--- config.mk ---
export PLATFORM = sky130hd
export DESIGN_NAME = iq_energy_packet_detector
export DESIGN_NICKNAME = d
export VERILOG_FILES = /design/src/sv/iqed_pkg.sv /design/src/sv/iqed_front.sv /design/src/sv/iqed_fifo.sv /design/src/sv/iqed_back.sv /design/src/sv/iq_energy_packet_detector.sv
export SDC_FILE = /design/constraint.sdc
export NUM_CORES = 2
export LEC_CHECK = 0
export BUFFER_PORTS_ARGS = -buffer_cell sky130_fd_sc_hd__clkbuf_2
export CAP_MARGIN = 20
export CORE_AREA = 2 2 444 446
export CTS_BUF_LIST = sky130_fd_sc_hd__clkbuf_8
export CTS_CLUSTER_SIZE = 16
export DETAILED_ROUTE_END_ITERATION = 10
export DIE_AREA = 0 0 446 448
export SETUP_SLACK_MARGIN = 0.5
export SLEW_MARGIN = 25
export SYNTH_ARGS = -nofsm -noshare
export SYNTH_HDL_FRONTEND = slang
export SYNTH_SLANG_ARGS = --single-unit
--- constraint.sdc ---
create_clock -name clk -period 23.6 [get_ports clk]
set_input_delay 3.54 -clock clk [delete_from_list [all_inputs] [get_ports clk]]
set_output_delay 3.54 -clock clk [all_outputs]
set_load 0.02 [all_outputs]
--- src/sv/iqed_pkg.sv ---
// Shared types and constants for the I/Q energy packet detector.
`default_nettype none
package iqed_pkg;

  localparam int unsigned MAG_W   = 12;   // magnitude, 3 fractional bits, max 2884
  localparam int unsigned ROOT_W  = 23;   // 64 * (di^2 + dq^2)
  localparam int unsigned ACC_W   = 19;
  localparam int unsigned SUM_W   = 48;
  localparam int unsigned CNT_W   = 32;
  localparam int unsigned IDX_W   = 32;
  localparam int unsigned OPA_W   = 82;   // widest multiplicand (sum of two 80-bit products)
  localparam int unsigned OPB_W   = 32;
  localparam int unsigned PROD_W  = OPA_W + OPB_W;

  localparam logic [ACC_W-1:0] ACC_MAX   = '1;
  localparam logic [SUM_W-1:0] SUM_MAX   = '1;
  localparam logic [CNT_W-1:0] CNT_MAX   = '1;

  localparam logic [1:0] CFG_RATIO   = 2'd0;
  localparam logic [1:0] CFG_LEVEL   = 2'd1;
  localparam logic [1:0] CFG_HOLDOFF = 2'd2;

  localparam logic [3:0]  RATIO_RST   = 4'd3;
  localparam logic [6:0]  LEVEL_RST   = 7'd70;
  localparam logic [19:0] HOLDOFF_RST = 20'd28672;

  typedef struct packed {
    logic [3:0]  ratio;
    logic [6:0]  level;
    logic [19:0] holdoff;
  } cfg_t;

  typedef enum logic [1:0] {
    FR_IDLE,
    FR_ROOT,
    FR_DONE
  } fr_state_t;

  typedef enum logic [2:0] {
    BK_IDLE,
    BK_SETUP,
    BK_RUN,
    BK_DECIDE
  } bk_state_t;

endpackage
`default_nettype wire

--- src/sv/iqed_front.sv ---
// Front end: magnitude by bitwise square root and window accumulation.
`default_nettype none
module iqed_front #(
  parameter int unsigned WINDOW_SIZE = 128,
  parameter int unsigned FW = $clog2(WINDOW_SIZE + 1)
) (
  input  wire logic                         clk,
  input  wire logic                         rst,
  input  wire logic                         in_valid,
  output      logic                         in_stall,
  input  wire logic [7:0]                   i_sample,
  input  wire logic [7:0]                   q_sample,
  input  wire logic                         chunk_end,
  output      logic                         push,
  input  wire logic                         full,
  output      logic [iqed_pkg::IDX_W-1:0]   push_start,
  output      logic [FW-1:0]                push_wn,
  output      logic [iqed_pkg::ACC_W-1:0]   push_sum
);
  import iqed_pkg::*;

  fr_state_t          state, state_next;
  logic [ROOT_W-1:0]  rad;
  logic [MAG_W-1:0]   root;
  logic [3:0]         bitn;
  logic               close_req;
  logic [ACC_W-1:0]   acc;
  logic [FW-1:0]      fill;
  logic [IDX_W-1:0]   scount;

  logic [7:0]         ai, aq;
  logic [16:0]        energy;
  logic [MAG_W-1:0]   trial;
  logic [23:0]        trial_sq;
  logic [ACC_W:0]     acc_sum;
  logic [ACC_W-1:0]   acc_new;
  logic [FW-1:0]      fill_new;
  logic [IDX_W-1:0]   scount_new;
  logic               closing;
  logic               finish;

  // Distance from 127.5 doubled: |2x - 255| is always odd and fits 8 bits.
  assign ai = i_sample[7] ? 8'({i_sample[6:0], 1'b1}) : 8'(~{i_sample[6:0], 1'b0});
  assign aq = q_sample[7] ? 8'({q_sample[6:0], 1'b1}) : 8'(~{q_sample[6:0], 1'b0});
  assign energy = 17'(16'(ai) * 16'(ai)) + 17'(16'(aq) * 16'(aq));

  assign trial    = root | (MAG_W'(1) << bitn);
  assign trial_sq = 24'(trial) * 24'(trial);

  assign acc_sum    = {1'b0, acc} + (ACC_W + 1)'(root);
  assign acc_new    = acc_sum[ACC_W] ? ACC_MAX : acc_sum[ACC_W-1:0];
  assign fill_new   = fill + FW'(1);
  assign scount_new = scount + IDX_W'(1);
  assign closing    = close_req || (fill_new >= FW'(WINDOW_SIZE));

  always_comb begin
    state_next = state;
    case (state)
      FR_IDLE: if (in_valid) state_next = FR_ROOT;
      FR_ROOT: if (bitn == 4'd0) state_next = FR_DONE;
      FR_DONE: if (!closing || !full) state_next = FR_IDLE;
      default: state_next = FR_IDLE;
    endcase
  end

  always_comb begin
    in_stall = (state != FR_IDLE);
    finish   = (state == FR_DONE) && (!closing || !full);
    push     = finish && closing;
  end

  assign push_start = scount_new - IDX_W'(fill_new);
  assign push_wn    = fill_new;
  assign push_sum   = acc_new;

  always_ff @(posedge clk) begin
    if (rst) begin
      state  <= FR_IDLE;
      acc    <= '0;
      fill   <= '0;
      scount <= '0;
    end else begin
      state <= state_next;
      if (finish) begin
        scount <= scount_new;
        acc    <= closing ? '0 : acc_new;
        fill   <= closing ? '0 : fill_new;
      end
    end
  end

  always_ff @(posedge clk) begin
    if (state == FR_IDLE && in_valid) begin
      rad       <= {energy, 6'b0};
      root      <= '0;
      bitn      <= 4'(MAG_W - 1);
      close_req <= chunk_end;
    end else if (state == FR_ROOT) begin
      if ({1'b0, rad} >= trial_sq) root <= trial;
      bitn <= bitn - 4'd1;
    end
  end

endmodule
`default_nettype wire

--- src/sv/iqed_fifo.sv ---
// Two-entry queue of closed windows between the front and back ends.
`default_nettype none
module iqed_fifo #(
  parameter int unsigned WIDTH = 59
) (
  input  wire logic             clk,
  input  wire logic             rst,
  input  wire logic             push,
  input  wire logic [WIDTH-1:0] push_data,
  output      logic             full,
  input  wire logic             pop,
  output      logic [WIDTH-1:0] pop_data,
  output      logic             not_empty
);
  logic [WIDTH-1:0] entry [2];
  logic             wr_ptr, rd_ptr;
  logic [1:0]       count;

  assign full      = (count == 2'd2);
  assign not_empty = (count != 2'd0);
  assign pop_data  = entry[rd_ptr];

  always_ff @(posedge clk) begin
    if (rst) begin
      wr_ptr <= 1'b0;
      rd_ptr <= 1'b0;
      count  <= 2'd0;
    end else begin
      if (push) wr_ptr <= ~wr_ptr;
      if (pop) rd_ptr <= ~rd_ptr;
      count <= count + 2'(push) - 2'(pop);
    end
  end

  always_ff @(posedge clk) begin
    if (push) entry[wr_ptr] <= push_data;
  end

endmodule
`default_nettype wire

--- src/sv/iqed_back.sv ---
// Back end: noise and signal statistics, exact ratio tests, result register.
`default_nettype none
module iqed_back #(
  parameter int unsigned FW = 8
) (
  input  wire logic                       clk,
  input  wire logic                       rst,
  input  wire iqed_pkg::cfg_t             cfg,
  input  wire logic                       rec_valid,
  output      logic                       rec_pop,
  input  wire logic [iqed_pkg::IDX_W-1:0] rec_start,
  input  wire logic [FW-1:0]              rec_wn,
  input  wire logic [iqed_pkg::ACC_W-1:0] rec_sum,
  output      logic                       out_valid,
  input  wire logic                       out_stall,
  output      logic                       detected,
  output      logic [31:0]                start_index,
  output      logic [7:0]                 window_samples,
  output      logic [18:0]                window_sum,
  output      logic                       in_signal
);
  import iqed_pkg::*;

  localparam logic [2:0] PH_FIRST     = 3'd0;
  localparam logic [2:0] PH_LAST_SEED = 3'd1;
  localparam logic [2:0] PH_SUM_NC    = 3'd2;
  localparam logic [2:0] PH_SUM_SC    = 3'd3;
  localparam logic [2:0] PH_LAST_TRK  = 3'd4;

  bk_state_t          state, state_next;
  logic [2:0]         phase;
  logic [SUM_W-1:0]   noise_sum, signal_sum;
  logic [CNT_W-1:0]   noise_count, signal_count;
  logic [IDX_W-1:0]   last_detect;
  logic               latch, noise_seen, signal_seen;
  logic [IDX_W-1:0]   r_start;
  logic [FW-1:0]      r_wn;
  logic [ACC_W-1:0]   r_sum;
  logic [PROD_W-1:0]  mcand, prod, lhs, rhs;
  logic [OPB_W-1:0]   mplier;
  logic [OPA_W-1:0]   tmp;

  logic [OPA_W-1:0]   op_a;
  logic [OPB_W-1:0]   op_b;
  logic [25:0]        sum100;
  logic [OPB_W-1:0]   k_ratio, k_level;
  logic               last_phase;
  logic               out_free, load_out;
  logic               gt, hold_ok;
  logic [IDX_W-1:0]   holdoff_gap;
  logic [SUM_W:0]     ns_add, ss_add;
  logic [CNT_W:0]     nc_add, sc_add;
  logic [SUM_W-1:0]   ns_sat, ss_sat;
  logic [CNT_W-1:0]   nc_sat, sc_sat;
  logic               det_next, latch_next;

  assign sum100  = 26'(r_sum) * 26'd100;
  assign k_ratio = 32'(cfg.ratio) * 32'(r_wn);
  assign k_level = 32'(cfg.level) * 32'(r_wn);

  // Operand selection for the shared shift-add multiplier.
  always_comb begin
    op_a = '0;
    op_b = '0;
    if (!signal_seen) begin
      case (phase)
        PH_FIRST:     begin op_a = OPA_W'(r_sum);      op_b = noise_count; end
        PH_LAST_SEED: begin op_a = OPA_W'(noise_sum);  op_b = k_ratio;     end
        default:      begin op_a = '0;                 op_b = '0;          end
      endcase
    end else begin
      case (phase)
        PH_FIRST:     begin op_a = OPA_W'(sum100);     op_b = noise_count;  end
        PH_LAST_SEED: begin op_a = tmp;                op_b = signal_count; end
        PH_SUM_NC:    begin op_a = OPA_W'(noise_sum);  op_b = signal_count; end
        PH_SUM_SC:    begin op_a = OPA_W'(signal_sum); op_b = noise_count;  end
        PH_LAST_TRK:  begin op_a = tmp;                op_b = k_level;      end
        default:      begin op_a = '0;                 op_b = '0;           end
      endcase
    end
  end

  assign last_phase = signal_seen ? (phase == PH_LAST_TRK) : (phase == PH_LAST_SEED);
  assign out_free   = !out_valid || !out_stall;

  always_comb begin
    state_next = state;
    case (state)
      BK_IDLE:   if (rec_valid) state_next = noise_seen ? BK_SETUP : BK_DECIDE;
      BK_SETUP:  state_next = BK_RUN;
      BK_RUN:    if (mplier == '0) state_next = last_phase ? BK_DECIDE : BK_SETUP;
      BK_DECIDE: if (out_free) state_next = BK_IDLE;
      default:   state_next = BK_IDLE;
    endcase
  end

  always_comb begin
    rec_pop  = (state == BK_IDLE) && rec_valid;
    load_out = (state == BK_DECIDE) && out_free;
  end

  // Decision on a closed window.
  assign gt          = lhs > rhs;
  assign holdoff_gap = r_start - last_detect;
  assign hold_ok     = holdoff_gap > IDX_W'(cfg.holdoff);
  assign ns_add  = {1'b0, noise_sum} + (SUM_W + 1)'(r_sum);
  assign ss_add  = {1'b0, signal_sum} + (SUM_W + 1)'(r_sum);
  assign nc_add  = {1'b0, noise_count} + (CNT_W + 1)'(r_wn);
  assign sc_add  = {1'b0, signal_count} + (CNT_W + 1)'(r_wn);
  assign ns_sat  = ns_add[SUM_W] ? SUM_MAX : ns_add[SUM_W-1:0];
  assign ss_sat  = ss_add[SUM_W] ? SUM_MAX : ss_add[SUM_W-1:0];
  assign nc_sat  = nc_add[CNT_W] ? CNT_MAX : nc_add[CNT_W-1:0];
  assign sc_sat  = sc_add[CNT_W] ? CNT_MAX : sc_add[CNT_W-1:0];

  always_comb begin
    det_next   = 1'b0;
    latch_next = latch;
    if (!noise_seen) begin
      latch_next = 1'b0;
    end else if (!signal_seen) begin
      if (gt) begin
        det_next   = 1'b1;
        latch_next = 1'b1;
      end
    end else if (gt) begin
      if (!latch && hold_ok) begin
        det_next   = 1'b1;
        latch_next = 1'b1;
      end
    end else if (hold_ok) begin
      latch_next = 1'b0;
    end
  end

  always_ff @(posedge clk) begin
    if (rst) begin
      state        <= BK_IDLE;
      noise_sum    <= '0;
      noise_count  <= '0;
      signal_sum   <= '0;
      signal_count <= '0;
      last_detect  <= '0;
      latch        <= 1'b0;
      noise_seen   <= 1'b0;
      signal_seen  <= 1'b0;
      out_valid    <= 1'b0;
    end else begin
      state <= state_next;
      if (load_out) begin
        out_valid <= 1'b1;
        latch     <= latch_next;
        if (det_next) last_detect <= r_start;
        if (!noise_seen) begin
          noise_sum   <= SUM_W'(r_sum);
          noise_count <= CNT_W'(r_wn);
          noise_seen  <= 1'b1;
        end else if (!signal_seen && gt) begin
          signal_sum   <= SUM_W'(r_sum);
          signal_count <= CNT_W'(r_wn);
          signal_seen  <= 1'b1;
        end else if (signal_seen && gt) begin
          signal_sum   <= ss_sat;
          signal_count <= sc_sat;
        end else begin
          noise_sum   <= ns_sat;
          noise_count <= nc_sat;
        end
      end else if (!out_stall) begin
        out_valid <= 1'b0;
      end
    end
  end

  always_ff @(posedge clk) begin
    if (rec_pop) begin
      r_start <= rec_start;
      r_wn    <= rec_wn;
      r_sum   <= rec_sum;
      phase   <= PH_FIRST;
    end
    if (state == BK_SETUP) begin
      mcand  <= PROD_W'(op_a);
      mplier <= op_b;
      prod   <= '0;
    end else if (state == BK_RUN) begin
      if (mplier != '0) begin
        if (mplier[0]) prod <= prod + mcand;
        mcand  <= mcand << 1;
        mplier <= mplier >> 1;
      end else begin
        phase <= phase + 3'd1;
        if (!signal_seen) begin
          if (phase == PH_FIRST) lhs <= prod;
          else rhs <= prod;
        end else begin
          case (phase)
            PH_FIRST:     tmp <= prod[OPA_W-1:0];
            PH_LAST_SEED: lhs <= prod;
            PH_SUM_NC:    tmp <= prod[OPA_W-1:0];
            PH_SUM_SC:    tmp <= tmp + prod[OPA_W-1:0];
            default:      rhs <= prod;
          endcase
        end
      end
    end
    if (load_out) begin
      detected       <= det_next;
      start_index    <= r_start;
      window_samples <= (32'(r_wn) > 32'd255) ? 8'd255 : 8'(r_wn);
      window_sum     <= r_sum;
      in_signal      <= latch_next;
    end
  end

`ifndef ASSERT_OFF
  a_det_latched: assert property (@(posedge clk) disable iff (rst)
    out_valid && detected |-> in_signal)
    else $error("detection reported without the latch set");

  a_signal_after_noise: assert property (@(posedge clk) disable iff (rst)
    signal_seen |-> noise_seen)
    else $error("signal statistics started before noise statistics");

  a_pop_idle: assert property (@(posedge clk) disable iff (rst)
    rec_pop |=> (state == BK_SETUP || state == BK_DECIDE))
    else $error("window taken from queue but no evaluation started");
`endif

endmodule
`default_nettype wire

--- src/sv/iq_energy_packet_detector.sv ---
// Top level of the I/Q energy packet detector: config registers, front, queue, back.
//
//   channel | direction | handshake          | payload
//   --------+-----------+--------------------+--------------------------------------
//   in      | in        | in_valid/in_stall  | i_sample, q_sample, chunk_end
//   out     | out       | out_valid/out_stall| detected, start_index, window_samples,
//           |           |                    | window_sum, in_signal
//   cfg     | in        | cfg_valid/cfg_ready| cfg_index, cfg_data
//
// In the front end each sample is accepted, then taken through the bitwise
// square root of the magnitude, and then accumulated into the window.
// Each closed window then passes through the back end, whose shift-add
// multiplier retires one multiplier bit per cycle over no product for the
// first window, two before the first signal and five after it.
// A two-entry queue of closed windows sits between the front and back ends.
// Reset is synchronous and returns statistics, configuration and control state to defaults.
// A stalled output holds its result; the front end stalls when the queue is full.
`default_nettype none
module iq_energy_packet_detector #(
  parameter int unsigned WINDOW_SIZE = 128
) (
  input  wire logic        clk,
  input  wire logic        rst,
  input  wire logic        in_valid,
  output      logic        in_stall,
  input  wire logic [7:0]  i_sample,
  input  wire logic [7:0]  q_sample,
  input  wire logic        chunk_end,
  output      logic        out_valid,
  input  wire logic        out_stall,
  output      logic        detected,
  output      logic [31:0] start_index,
  output      logic [7:0]  window_samples,
  output      logic [18:0] window_sum,
  output      logic        in_signal,
  input  wire logic        cfg_valid,
  output      logic        cfg_ready,
  input  wire logic [1:0]  cfg_index,
  input  wire logic [19:0] cfg_data
);
  import iqed_pkg::*;

  localparam int unsigned FW    = $clog2(WINDOW_SIZE + 1);
  localparam int unsigned REC_W = IDX_W + FW + ACC_W;

  cfg_t              cfg;
  logic              push, full, pop, not_empty;
  logic [IDX_W-1:0]  push_start;
  logic [FW-1:0]     push_wn;
  logic [ACC_W-1:0]  push_sum;
  logic [REC_W-1:0]  pop_data;

  // Configuration writes are always taken; an index past the list is ignored.
  assign cfg_ready = 1'b1;

  always_ff @(posedge clk) begin
    if (rst) begin
      cfg.ratio   <= RATIO_RST;
      cfg.level   <= LEVEL_RST;
      cfg.holdoff <= HOLDOFF_RST;
    end else if (cfg_valid && cfg_ready) begin
      case (cfg_index)
        CFG_RATIO:   cfg.ratio   <= cfg_data[3:0];
        CFG_LEVEL:   cfg.level   <= cfg_data[6:0];
        CFG_HOLDOFF: cfg.holdoff <= cfg_data;
        default:     ;
      endcase
    end
  end

  // The front end computes magnitudes and closes windows.
  iqed_front #(
    .WINDOW_SIZE (WINDOW_SIZE),
    .FW          (FW)
  ) u_front (
    .clk        (clk),
    .rst        (rst),
    .in_valid   (in_valid),
    .in_stall   (in_stall),
    .i_sample   (i_sample),
    .q_sample   (q_sample),
    .chunk_end  (chunk_end),
    .push       (push),
    .full       (full),
    .push_start (push_start),
    .push_wn    (push_wn),
    .push_sum   (push_sum)
  );

  // Closed windows wait here so either side can stall independently.
  iqed_fifo #(
    .WIDTH (REC_W)
  ) u_fifo (
    .clk       (clk),
    .rst       (rst),
    .push      (push),
    .push_data ({push_start, push_wn, push_sum}),
    .full      (full),
    .pop       (pop),
    .pop_data  (pop_data),
    .not_empty (not_empty)
  );

  // The back end updates noise and signal means and decides on detection.
  iqed_back #(
    .FW (FW)
  ) u_back (
    .clk            (clk),
    .rst            (rst),
    .cfg            (cfg),
    .rec_valid      (not_empty),
    .rec_pop        (pop),
    .rec_start      (pop_data[REC_W-1 -: IDX_W]),
    .rec_wn         (pop_data[ACC_W +: FW]),
    .rec_sum        (pop_data[ACC_W-1:0]),
    .out_valid      (out_valid),
    .out_stall      (out_stall),
    .detected       (detected),
    .start_index    (start_index),
    .window_samples (window_samples),
    .window_sum     (window_sum),
    .in_signal      (in_signal)
  );

endmodule
`default_nettype wire

==> impl_metrics.json <==
{
  "cts_setup_buffers": 0,
  "drt_pass1_iterations": 6,
  "critPathLaunchType": "primary input",
  "dpl-instance-area_um2": 80400,
  "nets": 9288,
  "drc_errors": 0,
  "clock_path_buffers": 3,
  "die_h_um": 448,
  "relSlewSlack_pct": 27.0,
  "core_um2": 195000,
  "dr.first_iter.drc_count": 4979,
  "min_period_ns": 9.12,
  "yosysWarnings": 0,
  "routed_wl_mm": 215,
  "syn-instance-count": 8366,
  "antenna_found_initial": 4,
  "gp_congestion": 0.935,
  "portBuffers": 106,
  "leakagePower_nw": 35.3,
  "cpPeakStageDelay_ns": 0.60,
  "p_per_area_nw_per_um2": 111,
  "cts_tree": "built",
  "h-tree-depth": 4,
  "rsz0062_at_grt": "false",
  "status": "finished clean",
  "post-place-ws_ns": 13.49,
  "start_util_pct": 39.9,
  "hold_end": "u_back.mcand[106]",
  "ant_nets": 0,
  "via_per_inst": 5.63,
  "rows": 162,
  "critPathBufInv": 4,
  "worst_slack_ns": 14.48,
  "die-area_um2": 200000,
  "io_pins": 108,
  "grt_pass1_wl_mm": 341,
  "finalHoldViolCount": 0,
  "synth_area_um2": 77600,
  "synth_cell_types": 94,
  "grt_pass1_vias": 61100,
  "rr_startpoint": "u_front.bitn[0]",
  "worst_slew_pin_slew_ns": 1.09,
  "crit_family": "adder cells",
  "synth-main-ff-cell": "edfxtp_1",
  "ys_seq_elements": 1136,
  "drive_gt1_share_pct": 8.05,
  "layout_commonest_cell": "nand2_1",
  "clock-sinks": 1136,
  "fin_skew_ns": 0.0650,
  "critPathArrivalTime_ns": 9.80,
  "crit_chain": "clkbuf_2 > xnor2_1 > inv_1 > fa_1 > fa_1 > inv_1 > fa_1 > fa_1 > fa_1 > fa_1 > ha_1 > inv_1 > o21bai_1 > a21oi_1 > o21bai_1 > a21oi_1 > o21bai_1 > a21oi_1 > o21ai_0 > a21o_1 > a21oi_1 > xnor2_1",
  "setup_violations": 0,
  "timing.rr.end": "u_front.root[10]",
  "crit_required_ns": 24.28,
  "cp_slowest_cell": "xnor2_1",
  "clock-root-buffer": "clkbuf_8",
  "path_class": "in2reg",
  "critPathCaptureType": "register",
  "total_power_mw": 9.43,
  "syn_nets": 9309,
  "cts_buffers": 201,
  "insertion_delay_ns": 0.97,
  "hp-start": "u_back.mcand[105]",
  "area_delta_synth_final_pct": 9.23,
  "synth_edf_count": 677,
  "reg2regPathDepth": 30,
  "crit_fanout": 7,
  "grt_max_degree": 191,
  "holdPathStages": 2,
  "peakVddDrop_mv": 0.221,
  "final_cell_mix": "909 x nand2_1, 794 x a21oi_1, 780 x inv_1, 677 x edfxtp_1, 675 x ha_1",
  "period_share_pct": 38.6,
  "stdcell_area_um2": 84700,
  "r2r_slack_ns": 15.43,
  "dp_hpwl_mm": 158,
  "avgSynthCellArea_um2": 9.27,
  "cp.depth": 22,
  "wl_per_cell_um": 19.5,
  "ys_seq_area_share_pct": 38.1,
  "ys_async_sr_fraction_pct": 0,
  "fmax_mhz": 110,
  "cts_resized": 0,
  "vias": 62300,
  "cts-hold-fix-buffers": 0,
  "slew_violations": 0,
  "hold_class": "reg2reg",
  "drv_cap": 0,
  "path_clk_slew_ns": 0.06,
  "grt_use_total_pct": 21.3,
  "grt.overflow.total": 0,
  "tns_ns": 0,
  "worst_path_most_repeated_cell": "fa_1",
  "die_width_um": 446,
  "fin_util_pct": 43.5
}
-- kinds of logic after synthesis --
group                    synth area share (%)
flip-flops                               38.1
multiplexers                             2.63
other                                 0.00968
XOR/XNOR                                 4.46
adder cells (fa/ha/maj)                  16.7
AND/OR/NAND/NOR                          14.3
buffers and inverters                    5.61
AO/OA/AOI/OAI                            18.2
-- worst reg2reg max path: cells and delay by family (launching register included) --
| kind | cells | cell delay (ns) |
|---|---|---|
| buffers and inverters | 3 | 0.22 |
| XOR/XNOR | 1 | 0.14 |
| adder cells (fa/ha/maj) | 8 | 3.00 |
| AND/OR/NAND/NOR | 4 | 0.86 |
| flip-flops | 1 | 0.43 |
| AO/OA/AOI/OAI | 14 | 3.44 |
-- power breakdown --
| group | internal, mW | switching (mW) | total [mW] | leakage (nW) |
|---|---|---|---|---|
| logic | 1.84 | 2.72 | 4.55 | 23.0 |
| registers | 2.58 | 0.340 | 2.92 | 9.94 |
| clock network | 1.07 | 0.883 | 1.95 | 2.39 |
| total | 5.49 | 3.94 | 9.43 | 35.3 |
-- registers in the layout, indices dropped and copies added (netlist names), 12 cells and up --
signal / count
u_back.prod: 114
u_front.acc: 19
u_front.rad: 14
u_back.noise_sum: 48
u_front.root: 12
u_back.start_index: 32
u_back.signal_count: 32
cfg: 31
u_back.mcand: 114
u_back.last_detect: 32
u_back.lhs: 114
u_fifo.entry: 118
u_back.r_sum: 19
u_back.rhs: 114
u_back.window_sum: 19
u_back.r_start: 32
u_back.noise_count: 32
u_back.signal_sum: 48
u_front.scount: 32
u_back.mplier: 32
u_back.tmp: 82
-- cells in the mapped netlist, types with 85 or more instances --
cell type	instances	area [um^2]
ha_1	677	8470
nand4_1	131	820
nor2_1	519	1950
xor2_1	147	1290
a22o_1	93	815
a21oi_1	794	3970
mux2_2	133	1500
and3_1	101	632
nand3_1	199	996
nor3_1	172	861
o21ai_0	343	1720
nand2_1	911	3420
xnor2_1	248	2170
fa_1	222	4440
clkbuf_1	346	1300
dfxtp_1	459	9190
o21bai_1	85	638
edfxtp_1	677	20300
a21o_1	229	1720
a31oi_1	96	601
inv_1	725	2720
-- metal layers --
layer	vias to the layer above	share of wire [%]	GRT usage, %
li1	30000	-	-
met1	30200	45	28.5
met2	1650	46	35.1
met3	355	5.5	3.27
met4	4	3.0	7.18
met5	-	0.013	0
-- area by class of cell --
class | instances | area, um^2
diodes | 1 | 2.50
clock buffers | 229 | 3150
clock inverters | 153 | 1130
fillers | 18900 | 110000
inverters | 732 | 2750
multi-input cells | 6093 | 43800
flip-flops and latches | 1136 | 29500
well taps | 2542 | 3180
repair buffers | 181 | 1130
-- worst max path at each step --
| stage | start | slack [ns] | to |
|---|---|---|---|
| 2_1_floorplan | u_back.state[1] | 13.42 | u_back.mcand[0] |
| 3_3_place_gp | i_sample[7] | 13.43 | u_front.rad[22] |
| 3_5_place_dp | i_sample[7] | 13.49 | u_front.rad[22] |
| 4_1_cts | i_sample[7] | 14.54 | u_front.rad[22] |
| 5_1_grt | i_sample[7] | 13.94 | u_front.rad[22] |
| 6_report | i_sample[7] | 14.48 | u_front.rad[22] |
-- through the flow --
step / std cells / hold WS, ns
after CTS: 11100 / 0.446
final: 11100 / 0.442
after detailed placement: 10700 / 0.447
after floorplan: 8366 / 0.435
after global placement: 10700 / 0.443
after global routing: 11100 / 0.456
No activity file was read; power rests on OpenSTA's default activity.
